<file path="src/design/b64e_pkg.sv">
`default_nettype none
package b64e_pkg;

	localparam int QUEUE_DEPTH = 2;
	localparam logic [6:0] PAD_CHAR = 7'd61;

	// one completed group as handed from the front to the back
	typedef struct packed {
		logic [23:0] grp;
		logic [1:0]  nreal;
		logic        fin;
	} b64e_group_t;

	typedef struct packed {
		logic full;
		logic empty;
	} b64e_qstat_t;

	// standard alphabet: A-Z, a-z, 0-9, '+', '/'
	function automatic logic [6:0] b64_char(input logic [5:0] v);
		logic [6:0] r;
		if (v < 6'd26) begin
			r = 7'd65 + {1'b0, v};
		end else if (v < 6'd52) begin
			r = 7'd97 + {1'b0, v} - 7'd26;
		end else if (v < 6'd62) begin
			r = 7'd48 + {1'b0, v} - 7'd52;
		end else if (v == 6'd62) begin
			r = 7'd43;
		end else begin
			r = 7'd47;
		end
		return r;
	endfunction

endpackage
`default_nettype wire

</file>
<file path="src/design/b64e_front.sv">
`default_nettype none
module b64e_front (
	input  wire                   clk,
	input  wire                   arst_n,
	input  wire                   in_fire,
	input  wire [7:0]             data_byte,
	input  wire                   final_byte,
	output logic                  push,
	output b64e_pkg::b64e_group_t push_grp
);
	import b64e_pkg::*;

	logic [7:0] held_q [2];
	logic [1:0] cnt_q;
	logic       completes;

	// a count of three is never reached, the high bit alone means two held
	assign completes = final_byte | cnt_q[1];
	assign push      = in_fire & completes;

	always_comb begin
		push_grp.fin = final_byte;
		if (cnt_q[1]) begin
			push_grp.grp   = {held_q[0], held_q[1], data_byte};
			push_grp.nreal = 2'd3;
		end else if (cnt_q[0]) begin
			push_grp.grp   = {held_q[0], data_byte, 8'd0};
			push_grp.nreal = 2'd2;
		end else begin
			push_grp.grp   = {data_byte, 16'd0};
			push_grp.nreal = 2'd1;
		end
	end

	always_ff @(posedge clk or negedge arst_n) begin
		if (!arst_n) begin
			cnt_q <= 2'd0;
		end else if (in_fire) begin
			if (completes) begin
				cnt_q <= 2'd0;
			end else begin
				cnt_q <= cnt_q + 2'd1;
			end
		end
	end

	always_ff @(posedge clk) begin
		if (in_fire && !completes) begin
			held_q[cnt_q[0]] <= data_byte;
		end
	end

endmodule
`default_nettype wire

</file>
<file path="src/design/b64e_queue.sv">
`default_nettype none
module b64e_queue #(
	parameter int DEPTH = b64e_pkg::QUEUE_DEPTH
) (
	input  wire                   clk,
	input  wire                   arst_n,
	input  wire                   push,
	input  b64e_pkg::b64e_group_t push_grp,
	input  wire                   pop,
	output b64e_pkg::b64e_group_t pop_grp,
	output b64e_pkg::b64e_qstat_t stat
);
	import b64e_pkg::*;

	localparam int PTR_W = (DEPTH > 1) ? $clog2(DEPTH) : 1;
	localparam int CNT_W = $clog2(DEPTH + 1);

	b64e_group_t mem_q [DEPTH];
	logic [PTR_W-1:0] wr_q;
	logic [PTR_W-1:0] rd_q;
	logic [CNT_W-1:0] cnt_q;
	logic             do_push;
	logic             do_pop;

	assign stat.full  = (cnt_q == CNT_W'(DEPTH));
	assign stat.empty = (cnt_q == '0);
	assign do_push    = push & ~stat.full;
	assign do_pop     = pop & ~stat.empty;
	assign pop_grp    = mem_q[rd_q];

	always_ff @(posedge clk or negedge arst_n) begin
		if (!arst_n) begin
			wr_q  <= '0;
			rd_q  <= '0;
			cnt_q <= '0;
		end else begin
			if (do_push) begin
				wr_q <= (wr_q == PTR_W'(DEPTH - 1)) ? '0 : wr_q + PTR_W'(1);
			end
			if (do_pop) begin
				rd_q <= (rd_q == PTR_W'(DEPTH - 1)) ? '0 : rd_q + PTR_W'(1);
			end
			if (do_push && !do_pop) begin
				cnt_q <= cnt_q + CNT_W'(1);
			end else if (do_pop && !do_push) begin
				cnt_q <= cnt_q - CNT_W'(1);
			end
		end
	end

	always_ff @(posedge clk) begin
		if (do_push) begin
			mem_q[wr_q] <= push_grp;
		end
	end

endmodule
`default_nettype wire

</file>
<file path="src/design/b64e_back.sv">
`default_nettype none
module b64e_back (
	input  wire                   clk,
	input  wire                   arst_n,
	input  b64e_pkg::b64e_group_t pop_grp,
	input  b64e_pkg::b64e_qstat_t stat,
	output logic                  pop,
	output logic                  m_valid,
	input  wire                   m_ready,
	output logic [6:0]            symbol,
	output logic                  run_last,
	output logic                  message_end
);
	import b64e_pkg::*;

	b64e_group_t cur_q;
	logic [1:0]  idx_q;
	logic        busy_q;
	logic        valid_q;
	logic [6:0]  sym_q;
	logic        last_q;
	logic        end_q;
	logic        out_free;
	logic        step;
	logic [5:0]  sextet;
	logic [6:0]  chr;

	assign out_free = ~valid_q | m_ready;
	assign step     = busy_q & out_free;
	// next group loads as the current one hands over its fourth character
	assign pop      = ~stat.empty & (~busy_q | (step & (idx_q == 2'd3)));

	always_comb begin
		case (idx_q)
			2'd0:    sextet = cur_q.grp[23:18];
			2'd1:    sextet = cur_q.grp[17:12];
			2'd2:    sextet = cur_q.grp[11:6];
			default: sextet = cur_q.grp[5:0];
		endcase
		chr = b64_char(sextet);
		if (idx_q == 2'd2 && cur_q.nreal < 2'd2) begin
			chr = PAD_CHAR;
		end else if (idx_q == 2'd3 && cur_q.nreal < 2'd3) begin
			chr = PAD_CHAR;
		end
	end

	always_ff @(posedge clk or negedge arst_n) begin
		if (!arst_n) begin
			busy_q  <= 1'b0;
			idx_q   <= 2'd0;
			valid_q <= 1'b0;
		end else begin
			if (step) begin
				valid_q <= 1'b1;
				idx_q   <= idx_q + 2'd1;
			end else if (m_ready) begin
				valid_q <= 1'b0;
			end
			if (pop) begin
				busy_q <= 1'b1;
				idx_q  <= 2'd0;
			end else if (step && idx_q == 2'd3) begin
				busy_q <= 1'b0;
			end
		end
	end

	always_ff @(posedge clk) begin
		if (pop) begin
			cur_q <= pop_grp;
		end
		if (step) begin
			sym_q  <= chr;
			last_q <= (idx_q == 2'd3);
			end_q  <= (idx_q == 2'd3) & cur_q.fin;
		end
	end

	assign m_valid     = valid_q;
	assign symbol      = sym_q;
	assign run_last    = last_q;
	assign message_end = end_q;

endmodule
`default_nettype wire

</file>
<file path="src/design/base64_stream_encoder_top.sv">
// a closing byte's group passes the queue, cur_q and sym_q before its first character shows
// throughput: one character per cycle while m_tready holds and groups are queued, four
//   characters per group; the character serializer in the back end sets that rate
// a byte that does not close a group is held in the front end and produces no output
// reset: arst_n clears held count, queue pointers and output valid at once; no clearing pass
`default_nettype none
module base64_stream_encoder_top #(
	parameter int QUEUE_DEPTH = b64e_pkg::QUEUE_DEPTH
) (
	input  wire        clk,
	input  wire        arst_n,
	input  wire        s_tvalid,
	output logic       s_tready,
	input  wire  [7:0] s_tdata,  // [7:0] data_byte
	input  wire        s_tlast,  // final_byte
	output logic       m_tvalid,
	input  wire        m_tready,
	output logic [7:0] m_tdata,  // [6:0] symbol, [7] zero
	output logic       m_tlast,  // run_last
	output logic [0:0] m_tuser   // [0] message_end
);
	import b64e_pkg::*;

	b64e_group_t push_grp;
	b64e_group_t pop_grp;
	b64e_qstat_t stat;
	logic        push;
	logic        pop;
	logic        in_fire;
	logic [6:0]  symbol;
	logic        msg_end;

	assign s_tready = ~stat.full;
	assign in_fire  = s_tvalid & s_tready;

	b64e_front u_front (
		.clk        (clk),
		.arst_n     (arst_n),
		.in_fire    (in_fire),
		.data_byte  (s_tdata),
		.final_byte (s_tlast),
		.push       (push),
		.push_grp   (push_grp)
	);

	b64e_queue #(
		.DEPTH (QUEUE_DEPTH)
	) u_queue (
		.clk      (clk),
		.arst_n   (arst_n),
		.push     (push),
		.push_grp (push_grp),
		.pop      (pop),
		.pop_grp  (pop_grp),
		.stat     (stat)
	);

	b64e_back u_back (
		.clk         (clk),
		.arst_n      (arst_n),
		.pop_grp     (pop_grp),
		.stat        (stat),
		.pop         (pop),
		.m_valid     (m_tvalid),
		.m_ready     (m_tready),
		.symbol      (symbol),
		.run_last    (m_tlast),
		.message_end (msg_end)
	);

	assign m_tdata    = {1'b0, symbol};
	assign m_tuser[0] = msg_end;

	// a completed group must never meet a full queue
	a_no_lost_group: assert property (@(posedge clk) disable iff (!arst_n)
		!(push && stat.full))
		else $error("group pushed into full queue");

	a_queue_stat: assert property (@(posedge clk) disable iff (!arst_n)
		!(stat.full && stat.empty))
		else $error("queue full and empty at once");

	a_end_on_last: assert property (@(posedge clk) disable iff (!arst_n)
		(m_tvalid && m_tuser[0]) |-> m_tlast)
		else $error("message end off a run boundary");

	// a waiting group stays queued until the serializer pops it
	a_pop_when_idle: assert property (@(posedge clk) disable iff (!arst_n)
		(!stat.empty && !pop) |=> !stat.empty)
		else $error("queued group vanished without a pop");

endmodule
`default_nettype wire

</file>
<file path="config.mk">
export PLATFORM = sky130hd
export DESIGN_NAME = base64_stream_encoder_top
export DESIGN_NICKNAME = d
export VERILOG_FILES = /design/src/design/b64e_pkg.sv /design/src/design/b64e_front.sv /design/src/design/b64e_queue.sv /design/src/design/b64e_back.sv /design/src/design/base64_stream_encoder_top.sv
export SDC_FILE = /design/constraint.sdc
export NUM_CORES = 1
export LEC_CHECK = 0
export BUFFER_PORTS_ARGS = -buffer_cell sky130_fd_sc_hd__buf_2
export CAP_MARGIN = 20
export CORE_MARGIN = 3
export CORE_UTILIZATION = 55
export CTS_CLUSTER_DIAMETER = 100
export CTS_CLUSTER_SIZE = 20
export DETAILED_ROUTE_END_ITERATION = 6
export PLACE_DENSITY_LB_ADDON = 0.12
export SETUP_SLACK_MARGIN = 0.02
export SLEW_MARGIN = 20
export SYNTH_ARGS = -nofsm -noshare
export SYNTH_HDL_FRONTEND = slang
export SYNTH_SLANG_ARGS = --single-unit
</file>
<file path="constraint.sdc">
create_clock -name clk -period 2.8 [get_ports clk]
set_input_delay 0.56 -clock clk [delete_from_list [all_inputs] [get_ports clk]]
set_output_delay 0.56 -clock clk [all_outputs]
set_load 0.02 [all_outputs]
</file>
==> results.ini, run 1 <==
[synth]
synth_flop_cell=edfxtp_1
synthAdderAreaFrac_pct=3.054
synth_mux_area_share_pct=10.55
synth.avg_cell_area_um2=15.58
synth_edf_count=106
synth_async_sr_flop_share_pct=8.621
synthXorXnorAreaFrac_pct=1.078
yosysUniqueCellTypes=40
yosysWarnings=0
synthCells=313
ys_seq_area_share_pct=70.41
synth_nets=337
synth_area_um2=4876
synth_top_family_by_area=multiplexers
yosys.area_share.simple_pct=5.414
synth-seq-cells=116
synth_compound_area_share_pct=7.031

[job]
drv_cap=0

[final_layout]
nNetsFinal=384
fin_area_um2=5828
final_util_pct=69.19
antenna_cells=0
area_growth_pct=19.53
final_layout_size_suffix_gt1_share_pct=30.29

[floorplanning]
num_rows=33
initial_utilization_pct=57.89
dieWidth_um=100.2
core_um2=8423
dieArea_um2=10030
ios=25
die_h_um=100.2

[sta]
final-hold-violation-count=0
slew_violations=0
report.final.setup_viol=0
rsz0062_at_grt=no
whs_ns=0.2918
fin_crit_sh_pct=91.20
period_minus_slack_ns=2.554
max-slew-margin-rel_pct=56.68
skew_ns=0.008749
fin_tns_setup_ns=0
worst_slack_ns=0.2463
worst_pin_slew_ns=0.6317
fmax_mhz=391.6

[pwr]
ir_drop_v=0.0007638
p_per_area_nw_per_um2=1266
power.leakage_nw=2.165

[worst_setup_path]
path_common_cell=ha_1
critPathLaunchType=flop
required_ns=3.02
crit_arrival_ns=2.77
crit_path_top_delay_cell=dfrtp_1
crit_type=reg -> reg
critPathMaxStageDelay_ns=0.40
end_kind=flop
critPathMaxFanout=6
crit_chain=inv_1 > ha_1 > a222oi_1 > mux2_2 > ha_1 > nor2_1 > maj3_2 > a21oi_1 > o221ai_1

[routing]
viasPerCell=5.582
drt_iter0_drc=134
route.detailed.drc=0
wl_per_cell_um=17.35
vias=2668
totalWireLength_um=8291
postRouteAntennaNets=0
dr.pass1.iters=4

[cts]
clk_pin_slew_ns=0.06
clockBufferDepth=2
numClockSinks=116
numCtsBuffers=17
clock_latency_ns=0.50
clockRootBuffer=clkbuf_8
cts_resized=0
h-tree-depth=4
cts_tree=yes

[place]
pre_cts_ws_ns=0.2001
place_hpwl_um=5396
dpl_cell_area_um2=5162
port-buffer-count=23
gp_congestion=0.7964

[grt]
antenna_found_initial=0
grt_max_degree=31
grt_pass1_wl_um=13740
overflow=0
grt_pass1_vias=2711
grt.total_usage_pct=18.25

[min_path]
hold_path.class=in -> reg

[run_status]
run_status=finished, final reports clean

-- state kept, by name, summed over array words and instances, names as in the netlist, 2 cells and up --
signal and flops:
u_queue.mem_q 54, u_back.cur_q 27, u_front.held_q 16, u_back.symbol 7, u_back.idx_q 2, u_front.cnt_q 2, u_queue.cnt_q 2
-- area by class of cell --
type                       count  area (µm²)
clock buffer                  17       414.1
fill                         580        2595
inverter                      17       66.31
timing repair buffer          37       222.7
tap                          105       131.4
sequential                   116        3433
multi-input combinational    171        1341
clock inverter                15       219.0
-- cell families (layout without fill, tap and decap cells) --
| logic type | count (synthesis) | after routing |
|---|---|---|
| buf+inv | 26 | 86 |
| simple gates | 58 | 58 |
| xor+xnor | 6 | 6 |
| mux | 46 | 46 |
| flops | 116 | 116 |
| fa+ha+maj | 12 | 12 |
| other cells | 1 | 1 |
| compound gates | 48 | 48 |
-- cells in the mapped netlist, types with 3 or more instances --
cell	instances	area (µm²)
edfxtp_1	106	3183
mux2_2	39	439.2
nand2_1	20	75.07
nor2_1	18	67.56
inv_1	16	60.06
ha_1	11	137.6
and2_1	10	62.56
dfrtp_1	10	250.2
o21ai_0	10	50.05
a21oi_1	9	45.04
a22o_1	7	61.31
a222oi_1	6	60.06
mux2i_1	6	60.06
clkbuf_1	4	15.01
xor2_1	4	35.03
a31oi_1	3	18.77
nand2b_1	3	18.77
nor3_1	3	15.01
-- routing by layer --
metal / routed length, µm / up-vias / GRT usage, % / share of wire, %
met5: 0 / - / 0 / 0
met4: 165 / 0 / 7.876 / 2.0
met3: 334 / 12 / 4.864 / 4.0
met2: 3982 / 63 / 28.90 / 48
met1: 3808 / 1306 / 23.94 / 46
li1: - / 1287 / - / -
-- through the flow --
stage	instances	power (mW)
floorplan	313	4.479
global placement	442	5.035
detailed placement	442	5.087
CTS	475	7.388
global route	478	7.804
finish	478	7.381
-- critical path: cells and delay by family, from the launching register on --
kind | cells | cell delay, ns
AOI/OAI and AO/OA | 3 | 0.60
DFF | 1 | 0.40
muxes | 1 | 0.29
adders and majority gates | 3 | 0.82
buffers and inverters | 1 | 0.11
and+or+nand+nor | 1 | 0.07
-- worst paths after layout --
kind	start	slack, ns	to	depth (start not counted)
worst max-delay path	u_back.idx_q[0]	0.25	u_back.symbol[2]	9
worst min-delay path	s_tdata[1]	0.29	u_front.held_q[0][1]	1
worst max register to register	u_back.idx_q[0]	0.25	u_back.symbol[2]	9
worst min register to register	u_queue.cnt_q[1]	0.51	u_queue.cnt_q[1]	1
max in group asynchronous	arst_n	2.11	u_back.idx_q[1]	2
min in group asynchronous	arst_n	0.47	u_front.cnt_q[0]	2
-- layout by cell type (no fill, tap or decap), types with 2 or more instances in the layout --
cell type	instances
nor4_1	2
buf_2	23
o21ai_0	10
a21o_1	2
nor2_1	18
dfrtp_1	10
nand2b_1	3
nand2_1	20
xor2_1	4
nor3_1	2
inv_1	16
a211oi_1	2
inv_6	5
buf_4	13
a31oi_1	3
mux2_2	39
a222oi_1	6
edfxtp_1	106
mux2i_1	6
bufinv_16	4
clkbuf_16	16
a21oi_1	8
xnor2_1	2
a22o_1	7
and2_1	10
ha_1	11
o221ai_1	2
inv_8	3
-- what timing repair did --
item / 4_1_cts / 5_1_grt
buffers inserted: 0 / 3
endpoints found under the setup margin: 0 / 2
hold endpoints to repair: 10 / 0
hold buffers: 1 / 0
-- power breakdown --
| group | switching [mW] | internal, mW |
|---|---|---|
| Combinational | 1.45 | 1.00 |
| Sequential | 0.134 | 2.51 |
| Clock | 0.798 | 1.48 |
Power figures use the tool's default switching activity.
==> run 2, diff against run 1 <==
- ABC_AREA: unset -> 1
==> results.ini, run 2 <==
[floorplanning]
num_rows=34
initial_utilization_pct=57.04
core_um2=8763
die_h_um=101.3
dieArea_um2=10270
ios=25
dieWidth_um=101.3

[synth]
synth.avg_cell_area_um2=11.28
ys_seq_area_share_pct=68.69
synth_nets=467
synth_area_um2=4999
synth_async_sr_flop_share_pct=8.621
synth_area_leaders=edfxtp_1, nand2_1, dfrtp_1
yosysWarnings=0
synth_top_cells_by_count=nand2_1, edfxtp_1, inv_1
yosysMostFrequentCell=nand2_1
synth_flop_cell=edfxtp_1
synth-seq-cells=116
yosysUniqueCellTypes=36
synth_edf_count=106
synth_top_area_share_pct=63.68
synth_top_area_cell=edfxtp_1
synthCells=443

[routing]
viasPerCell=4.944
vias=2976
drt_iter0_drc=149
dr.pass1.iters=4
postRouteAntennaNets=0
totalWireLength_um=8464
route.detailed.drc=0
wl_per_cell_um=14.06

[worst_setup_path]
r2r_cells=13
end_kind=flop
crit_type=reg -> reg
critPathLaunchType=flop
crit_arrival_ns=2.49
required_ns=3.06
r2r_slack_ns=0.56
critPathMaxFanout=7

[sta]
fin_crit_sh_pct=79.86
final-hold-violation-count=0
worst_slack_ns=0.5639
fin_tns_setup_ns=0
slew_violations=0
max-slew-margin-rel_pct=54.52
worst_pin_slew_ns=0.6796
report.final.setup_viol=0
fmax_mhz=447.2
skew_ns=0.01269
period_minus_slack_ns=2.236
rsz0062_at_grt=no

[final_layout]
nFillCells=651
nNetsFinal=505
area_growth_pct=15.87
final_layout_size_suffix_gt1_share_pct=16.60
regMostFlops=u_queue.mem_q
antenna_cells=0
largest_register_ffs=54
final_cell_mix=nand2_1, edfxtp_1, inv_1
final_cell_count_no_fill=602
layout_commonest_cell=nand2_1
final_util_pct=66.09

[cts]
clock_latency_ns=0.51
clockBufferDepth=2
clk_pin_slew_ns=0.06
h-tree-depth=4
clockRootBuffer=clkbuf_8
cts_tree=yes
numCtsBuffers=17
numClockSinks=116
postCtsSetupBuffers=0

[grt]
grt_pass1_wl_um=14070
use_met1_pct=23.12
grt_pass1_vias=2922
overflow=0
met2_usage_pct=30.23
grt.total_usage_pct=18.42
grt_max_degree=29
busiest_layer=met2
antenna_found_initial=0
met3_usage_pct=5.579

[min_path]
hold_path.class=in -> reg
hold-path-cell-count=1

[place]
placed_cells=569
place_hpwl_um=5788
gp_congestion=0.8642
pre_cts_ws_ns=0.5570
port-buffer-count=23

[pwr]
p_per_area_nw_per_um2=1274
ir_drop_v=0.0006570
power.leakage_nw=2.452

[job]
drv_cap=0

[run_status]
run_status=finished, final reports clean

[run 2: cell types whose count changed in the layout (fill, tap and decap cells not counted), sizes merged, moves of 7 or more]
cell | previous run | this run
nand2 | 20 | 168
mux2 | 40 | 1
inv | 25 | 42
nor2 | 18 | 34
nand3 | 0 | 12
and2 | 10 | 0
buf | 36 | 28
a22o | 7 | 0
clkbuf | 17 | 24
[run 2: cell families (layout without fill, tap and decap cells)]
family / count (synthesis) / after routing / synth area share (%)
multiplexers: 1 / 1 / 0.2253
other: 1 / 1 / 0.07502
XOR/XNOR: 5 / 5 / 0.8763
buffers and inverters: 53 / 104 / 4.380
AO/OA/AOI/OAI: 33 / 33 / 4.255
AND/OR/NAND/NOR: 223 / 223 / 18.75
adder cells (fa/ha/maj): 11 / 11 / 2.753
flip-flops: 116 / 116 / 68.69
[run 2: final cells by class]
type	instances	area, µm²	area share, %
flip-flops and latches	116	3433	59.28
multi-input cells	274	1351	23.33
clock buffers	24	460.4	7.950
inverters	43	168.9	2.916
repair buffers	29	162.7	2.808
well taps	108	135.1	2.333
clock inverters	8	80.08	1.383
[run 2: critical path, cell delays in order, from the launching register on]
cell and delay [ns]:
dfrtp_1 0.42, inv_1 0.10, ha_1 0.29, nand2_1 0.10, nand2_1 0.06, o21bai_2 0.29
inv_2 0.10, ha_1 0.21, nand3_1 0.09, nor2_1 0.05, nor2_1 0.09, nor2_1 0.05
nor2_1 0.08, nand3_1 0.06
[run 2: routing by layer]
layer,vias up,share of wire [%]
met5,-,0
met1,1360,44
met3,4,4.2
met4,0,0.51
met2,70,51
li1,1542,-
[run 2: through the flow]
stage / area, µm² / total power [mW] / hold slack [ns]
3_3_place_gp: 5241 / 5.451 / 0.4390
2_1_floorplan: 4999 / 4.853 / 0.2644
5_1_grt: 5792 / 7.890 / 0.2524
3_5_place_dp: 5241 / 5.510 / 0.4486
6_report: 5792 / 7.379 / 0.2735
4_1_cts: 5792 / 7.451 / 0.2552
[run 2: power breakdown]
group / internal (mW) / leakage [nW] / total (mW) / switching [mW]
sequential: 2.66 / 1.11 / 2.85 / 0.190
clock: 1.22 / 0.244 / 1.91 / 0.692
combinational: 0.837 / 1.10 / 2.62 / 1.79
total: 4.71 / 2.45 / 7.38 / 2.67
[run 2: path summary, 6_finish.rpt]
kind                                  from                   to
setup / recovery           u_back.idx_q[0]     u_back.symbol[4]
hold / removal                     s_tlast  u_queue.mem_q[0][0]
setup reg to reg           u_back.idx_q[0]     u_back.symbol[4]
hold reg to reg              u_back.busy_q        u_back.busy_q
max in group asynchronous           arst_n      u_back.idx_q[1]
min in group asynchronous           arst_n        u_back.busy_q
[run 2: what timing repair did]
action / CTS / global route
resized for setup: 0 / 0
hold buffers: 1 / 0
hold endpoints to repair: 10 / 0
